--- src/hw/rtl/gcdr_pkg.sv ---
// Shared constants, micro-op codes, command/status types and tables for the
// great-circle dead reckoning core. No dependencies.
package gcdr_pkg;

	localparam int SPHERE_RADIUS_M_DEF = 6371000;
	localparam int CORDIC_STEPS_DEF    = 24;
	localparam int HALF_TURN_DEG       = 180;

	// 2*pi in Q30
	localparam logic [63:0]        TWO_PI_Q30 = 64'd6746518852;
	localparam logic signed [35:0] GAIN_Q30   = 36'sd652032874;
	localparam logic signed [35:0] ONE_Q30    = 36'sd1073741824;
	localparam logic signed [35:0] LAT_LIMIT  = 36'sd754974720;

	// degrees (2^-23) to turns (2^32): floor((128*v + 45) / 90)
	localparam int                 TURN_DIV   = HALF_TURN_DEG / 2;
	localparam logic signed [41:0] TURN_BIAS  = 42'(HALF_TURN_DEG / 4);
	localparam logic signed [33:0] TURN_DEG   = 34'(2 * HALF_TURN_DEG);

	// Constant divides by reciprocal multiply: floor(a / d) is bits
	// [RECIP_SHIFT+31:RECIP_SHIFT] of a * ceil(2^RECIP_SHIFT / d), exact
	// while a * d stays at or below 2^RECIP_SHIFT.
	localparam int           RECIP_SHIFT = 99;
	// distance numerator is the speed-time product scaled by 2^22 * 2^32
	localparam int           DIST_SHIFT  = 54;
	localparam logic [127:0] TURN_RECIP  =
		((128'd1 << RECIP_SHIFT) + 128'(TURN_DIV - 1)) / 128'(TURN_DIV);

	typedef logic [4:0] uop_t;

	localparam uop_t U_M_DIST   = 5'd0;
	localparam uop_t U_DIV_DIST = 5'd1;
	localparam uop_t U_DIV_TLAT = 5'd2;
	localparam uop_t U_DIV_TLON = 5'd3;
	localparam uop_t U_COR_LAT  = 5'd4;
	localparam uop_t U_COR_D    = 5'd5;
	localparam uop_t U_COR_H    = 5'd6;
	localparam uop_t U_M_T1     = 5'd7;
	localparam uop_t U_M_T2     = 5'd8;
	localparam uop_t U_M_S2     = 5'd9;
	localparam uop_t U_M_SQ     = 5'd10;
	localparam uop_t U_SQRT     = 5'd11;
	localparam uop_t U_VEC_LAT  = 5'd12;
	localparam uop_t U_M_LAT    = 5'd13;
	localparam uop_t U_M_T3     = 5'd14;
	localparam uop_t U_M_Y      = 5'd15;
	localparam uop_t U_M_X      = 5'd16;
	localparam uop_t U_VEC_LON  = 5'd17;
	localparam uop_t U_M_LON    = 5'd18;
	localparam uop_t U_M_ALT    = 5'd19;

	localparam logic [4:0] PROG_LAST = 5'd19;

	typedef struct packed {
		logic capture;
		logic start;
		uop_t op;
	} dp_cmd_t;

	typedef struct packed {
		logic load;
		logic done;
	} dp_stat_t;

	// Advance program: one micro-op per slot, executed in order.
	function automatic uop_t prog(input logic [4:0] pc);
		uop_t op;
		unique case (pc)
			5'd0:    op = U_M_DIST;
			5'd1:    op = U_DIV_DIST;
			5'd2:    op = U_DIV_TLAT;
			5'd3:    op = U_DIV_TLON;
			5'd4:    op = U_COR_LAT;
			5'd5:    op = U_COR_D;
			5'd6:    op = U_COR_H;
			5'd7:    op = U_M_T1;
			5'd8:    op = U_M_T2;
			5'd9:    op = U_M_S2;
			5'd10:   op = U_M_SQ;
			5'd11:   op = U_SQRT;
			5'd12:   op = U_VEC_LAT;
			5'd13:   op = U_M_LAT;
			5'd14:   op = U_M_T3;
			5'd15:   op = U_M_Y;
			5'd16:   op = U_M_X;
			5'd17:   op = U_VEC_LON;
			5'd18:   op = U_M_LON;
			default: op = U_M_ALT;
		endcase
		return op;
	endfunction

	// atan(2^-i) in turns, 2^32 per turn
	function automatic logic [31:0] arc_turn(input logic [4:0] i);
		logic [31:0] a;
		unique case (i)
			5'd0:  a = 32'd536870912;
			5'd1:  a = 32'd316933406;
			5'd2:  a = 32'd167458907;
			5'd3:  a = 32'd85004756;
			5'd4:  a = 32'd42667331;
			5'd5:  a = 32'd21354465;
			5'd6:  a = 32'd10679838;
			5'd7:  a = 32'd5340245;
			5'd8:  a = 32'd2670163;
			5'd9:  a = 32'd1335087;
			5'd10: a = 32'd667544;
			5'd11: a = 32'd333772;
			5'd12: a = 32'd166886;
			5'd13: a = 32'd83443;
			5'd14: a = 32'd41722;
			5'd15: a = 32'd20861;
			5'd16: a = 32'd10430;
			5'd17: a = 32'd5215;
			5'd18: a = 32'd2608;
			5'd19: a = 32'd1304;
			5'd20: a = 32'd652;
			5'd21: a = 32'd326;
			5'd22: a = 32'd163;
			5'd23: a = 32'd81;
			5'd24: a = 32'd41;
			5'd25: a = 32'd20;
			5'd26: a = 32'd10;
			5'd27: a = 32'd5;
			5'd28: a = 32'd3;
			5'd29: a = 32'd1;
			5'd30: a = 32'd1;
			5'd31: a = 32'd0;
		endcase
		return a;
	endfunction

endpackage

--- src/hw/rtl/gcdr_ctrl.sv ---
// Controller: handshakes and the micro-op sequencer that steps the datapath.
// Depends on gcdr_pkg.
module gcdr_ctrl (
	input  logic               clk,
	input  logic               arst_n,
	input  logic               req_valid,
	output logic               req_ready,
	output logic               rsp_valid,
	input  logic               rsp_ready,
	output gcdr_pkg::dp_cmd_t  cmd,
	input  gcdr_pkg::dp_stat_t stat
);

	localparam logic [2:0] S_IDLE  = 3'd0;
	localparam logic [2:0] S_DEC   = 3'd1;
	localparam logic [2:0] S_ISSUE = 3'd2;
	localparam logic [2:0] S_WAIT  = 3'd3;
	localparam logic [2:0] S_OUT   = 3'd4;

	logic [2:0] state_q;
	logic [4:0] pc_q;

	assign req_ready   = (state_q == S_IDLE);
	assign rsp_valid   = (state_q == S_OUT);
	assign cmd.capture = req_valid && req_ready;
	assign cmd.start   = (state_q == S_ISSUE);
	assign cmd.op      = gcdr_pkg::prog(pc_q);

	always_ff @(posedge clk or negedge arst_n) begin
		if (!arst_n) begin
			state_q <= S_IDLE;
			pc_q    <= '0;
		end else begin
			unique case (state_q)
				S_IDLE: begin
					if (req_valid) begin
						state_q <= S_DEC;
					end
				end
				S_DEC: begin
					pc_q    <= '0;
					state_q <= stat.load ? S_OUT : S_ISSUE;
				end
				S_ISSUE: state_q <= S_WAIT;
				S_WAIT: begin
					if (stat.done) begin
						if (pc_q == gcdr_pkg::PROG_LAST) begin
							state_q <= S_OUT;
						end else begin
							pc_q    <= pc_q + 5'd1;
							state_q <= S_ISSUE;
						end
					end
				end
				S_OUT: begin
					if (rsp_ready) begin
						state_q <= S_IDLE;
					end
				end
				default: state_q <= S_IDLE;
			endcase
		end
	end

endmodule

--- config.mk ---
export PLATFORM = sky130hd
export DESIGN_NAME = gcdr_ctrl
export DESIGN_NICKNAME = d
export VERILOG_FILES = /design/src/hw/rtl/gcdr_pkg.sv /design/src/hw/rtl/gcdr_ctrl.sv
export SDC_FILE = /design/constraint.sdc
export NUM_CORES = 1
export LEC_CHECK = 0
export ABC_AREA = 0
export BUFFER_PORTS_ARGS = -buffer_cell sky130_fd_sc_hd__buf_2
export CORE_MARGIN = 5
export CORE_UTILIZATION = 39
export DETAILED_ROUTE_END_ITERATION = 12
export PLACE_DENSITY = 0.69
export SYNTH_ARGS = -nofsm -noshare
export SYNTH_HDL_FRONTEND = slang
export SYNTH_SLANG_ARGS = --single-unit
--- constraint.sdc ---
create_clock -name clk -period 2 [get_ports clk]
set_input_delay 0.2 -clock clk [delete_from_list [all_inputs] [get_ports clk]]
set_output_delay 0.2 -clock clk [all_outputs]
set_load 0.1 [all_outputs]
# Yosys cells after proc, flatten, opt, wreduce, memory -nomap -nowiden
# Memories as Yosys holds them, arrays and structs flattened.
# Cells that the tools add are included.
# Widths: inputs -> output; s select.
dict set report totals {
  register_bits 8
  mem_bits_ro 160
  inputBits 6
  out_inout_bits 9
  word_cells 27
  mem_count 1
}
# memory depth word_bits read_ports rd_ports_with_merged_regs write_ports line
set mem_list {}
lappend mem_list {{(no name shown)} 32 5 1 0 0 gcdr_pkg.sv:68} ;# unique case (pc)
dict set report op_classes {
  addsub 1
  n_eq_ne 9
  muxes 9
  reduce_logical 5
}
# cell count
set ops {}
lappend ops {{$mux 3} 5}
lappend ops {{$pmux 3 s5} 1}
lappend ops {{$mux 5} 2}
lappend ops {{$pmux 5 s2} 1}
lappend ops {{$eq 3x2->1 const B} 2}
lappend ops {{$ne 2x2->1 const B} 3}
lappend ops {{$reduce_and 3->1} 2}
lappend ops {{$add 5x1->5 const B} 1}
lappend ops {{$eq 5x5->1 const B} 1}
lappend ops {{$eq 3x1->1 const B} 1}
lappend ops {{$eq 3x3->1 const B} 1}
lappend ops {{$logic_not 3->1} 1}
lappend ops {{$ne 2x1->1 const B} 1}
lappend ops {{$reduce_bool 2->1} 1}
lappend ops {{$logic_and 1x1->1} 1}

# Longest topological paths before layout
dict set report depth {
  depth_word 4
  depth_mapped 4
  depth_no_buf 4
}

# Worst setup path after synthesis
# Ideal clock, no wire load.
dict set report synth_path {
  kind {flip-flop to output port}
  startpoint {register state_q[1]}
  endpoint {output cmd[6] (netlist name)}
  t_arrival_ns 3.627
  required_ns 1.800
  path_slack_ns -1.827
  stages_incl_launch_ff 4
  n_path_buf 1
  path_cell_list {dfrtp_1 clkbuf_1 nor3_1 and2_1}
}
# element line
set synth_lines {}
lappend synth_lines {{from (decl)} gcdr_ctrl.sv:20} ;# logic [2:0] state_q;
lappend synth_lines {{from (signal assigned)} gcdr_ctrl.sv:42} ;# state_q <= stat.load ? S_OUT : S_ISSUE;
lappend synth_lines {{to (decl)} gcdr_ctrl.sv:10} ;# output gcdr_pkg::dp_cmd_t cmd,

==> impl_metrics.ini <==
[worst_hold_path]
holdCritPathClass = in -> reg
hold_end = state_q[2]
worstHoldPathCells = 3
hold_start = rsp_ready

[routing]
routed_via_density = 5.41
vias = 471
drt_first_iter_violations = 7
post-route-drc-count = 0
drtPass1Iterations = 3
drt-total-wl_um = 1160
wire_per_inst_um = 13.3
ant_nets = 0

[synth]
synth_xor_area_share_pct = 0
synth_area_per_cell_um2 = 9.92
netlist_instances = 57
synth_compound_area_share_pct = 21.7
yosysSeqAreaShare_pct = 35.4
synth_top_family_by_area = simple AND/OR/NAND/NOR gates
syn_area_um2 = 566
muxShareOfSynthArea_pct = 1.99
synth_seq_cells = 8
syn_nets = 64
synth.distinct_cells = 30
synth_fa_ha_area_share_pct = 2.21
synth_simple_gate_area_share_pct = 32.1
yosysWarnings = 0

[place]
hpwl_um = 874
gp_congestion = 0.810
portBuffers = 14

[worst_setup_path]
crit_fanout = 11
rr_startpoint = pc_q[0]
reg2regPathDepth = 4
cp.arrival_ns = 1.55
crit_type = reg -> out
cp_data_required_time_ns = 1.80
rr_endpoint = pc_q[3]
rrSetupSlack_ns = 0.28
cp-start-kind = flop
endpoint_kind = output port

[layout]
nNetsFinal = 81
final_cell_mix = buf_2, dfrtp_1
drive_above_1_share_pct = 38.9
area_delta_synth_final_pct = 23.2
diodes = 0
final_common_cell = buf_2

[timing]
maxSlewViolCount = 0
rsz0062_at_grt = false
max_freq_ghz = 0.572
finalHoldViolations = 0
tns_ns = 0
finalCritPeriodShare_pct = 87.4
fin_crit_ns = 1.75
worstMarginPinSlew_ns = 0.487
setup_violations = 0
finalClockSkew_ns = 0.00452
slew_headroom_pct = 67.8

[die]
placeableCoreArea_um2 = 1330
floorplan.initialDensity_pct = 42.4
die_x_um = 48.1
io_pins = 15
die_y_um = 48.1
fp-row-count = 13
die-area_um2 = 2310

[cts]
clockRootBuffer = clkbuf_4
clkTransAtPathRegs_ns = 0.06
numCtsBuffers = 3
cts_tree = done
clockBufferDepth = 2
cts.sinks = 8
htreeDepth = 1
clk_latency_ns = 0.25

[pwr]
total_power_mw = 1.14
ir_drop_mv = 0.852
p_leak_nw = 0.335
powerDensity_nw_per_um2 = 1640

[global_routing]
overflow = 0
grt_start_max_net_pins = 12
grt_antenna_before_repair = 0
grt_pass1_vias = 451
grt_pass1_wl_um = 1980
grt_usage_pct = 12.4

[flow_run]
maxCapViolCount = 0

[run_status]
status = completed
[report_power, final]
part	switching, mW	leakage (nW)	internal (mW)
Combinational	0.516	0.215	0.220
Sequential	0.0799	0.106	0.205
Clock	0.0541	0.0138	0.0686
Total	0.650	0.335	0.494
[final cells by class]
| type | instances | area, um2 |
|---|---|---|
| repair buffers | 16 | 87.6 |
| inverters | 3 | 11.3 |
| multi-input cells | 42 | 357 |
| fillers | 135 | 637 |
| clock buffers | 3 | 22.5 |
| flip-flops and latches | 8 | 200 |
| well taps | 15 | 18.8 |
[synthesized netlist by cell type]
| master | number | share of area (%) |
|---|---|---|
| a22oi_1 | 1 | 1.3 |
| mux2_2 | 1 | 2.0 |
| dfrtp_1 | 8 | 35 |
| ha_1 | 1 | 2.2 |
| nor4_1 | 1 | 1.1 |
| buf_6 | 1 | 2.0 |
| nand2b_1 | 3 | 3.3 |
| clkbuf_1 | 2 | 1.3 |
| nor3_1 | 3 | 2.7 |
| a2bb2oi_1 | 1 | 1.5 |
| nand4b_1 | 1 | 1.5 |
| and3b_1 | 1 | 1.5 |
| o21ai_0 | 1 | 0.88 |
| o311ai_0 | 1 | 1.5 |
| nand3_1 | 2 | 1.8 |
| buf_4 | 1 | 1.3 |
| a211o_1 | 1 | 1.5 |
| or3b_4 | 1 | 2.0 |
| and2_1 | 4 | 4.4 |
| o2bb2ai_1 | 3 | 4.6 |
| a221o_1 | 2 | 3.5 |
| nor4bb_4 | 1 | 4.4 |
| o41a_4 | 1 | 3.8 |
| o31ai_1 | 1 | 1.3 |
| nand2_1 | 3 | 2.0 |
| inv_1 | 3 | 2.0 |
| nor3b_1 | 2 | 2.7 |
| a22o_1 | 1 | 1.5 |
| nor2b_1 | 3 | 3.3 |
| nor2_1 | 2 | 1.3 |
[how the worst max path moves through the flow]
stage / start / end / slack [ns] / depth (start not counted)
6_report: state_q[1] / cmd[6] / 0.25 / 3
5_1_grt: pc_q[1] / pc_q[4] / 0.12 / 4
2_1_floorplan: state_q[1] / state_q[2] / -0.11 / 3
3_5_place_dp: pc_q[0] / pc_q[3] / 0.30 / 4
4_1_cts: state_q[1] / cmd[6] / 0.24 / 3
3_3_place_gp: pc_q[0] / pc_q[3] / 0.32 / 4
[layer usage]
metal	vias to the layer above	part of all wire (%)	GRT usage, %
met3	2	4.4	4.51
met1	220	49	17.5
met5	-	0	0
met4	0	0.86	3.23
met2	8	45	17.9
li1	241	-	-
[critical path, cell delays in order, from the launching register on]
cell and delay [ns]:
dfrtp_1 0.51, nor3_4 0.23, and2_4 0.15, buf_2 0.41
[sequential cells by signal, indices dropped and copies added, names as in the netlist]
signal / count
state_q: 3
pc_q: 5
[what timing repair did]
item	CTS	global route
hold buffers	1	0
buffers inserted	0	0
gates resized for setup	0	0
endpoints found under the hold margin	8	0
[cells by family after synthesis]
kind of cell / after synthesis
AND/OR/NAND/NOR: 27
AO/OA/AOI/OAI: 13
flip-flops: 8
buffers and inverters: 7
multiplexers: 1
adder cells (fa/ha/maj): 1
[per-stage QoR]
| stage | hold WS (ns) | utilization, % | instances | worst slack [ns] | instance area (um2) |
|---|---|---|---|---|---|
| after floorplan | -0.0956 | - | 57 | -0.115 | 594 |
| after global placement | 0.0547 | 49.8 | 83 | 0.324 | 664 |
| after detailed placement | 0.0544 | 49.8 | 83 | 0.297 | 664 |
| after CTS | 0.206 | 52.3 | 87 | 0.239 | 697 |
| after global routing | 0.238 | 52.3 | 87 | 0.125 | 697 |
| final | 0.208 | 52.3 | 87 | 0.252 | 697 |
Note: power is estimated with default switching activity, not from simulation.
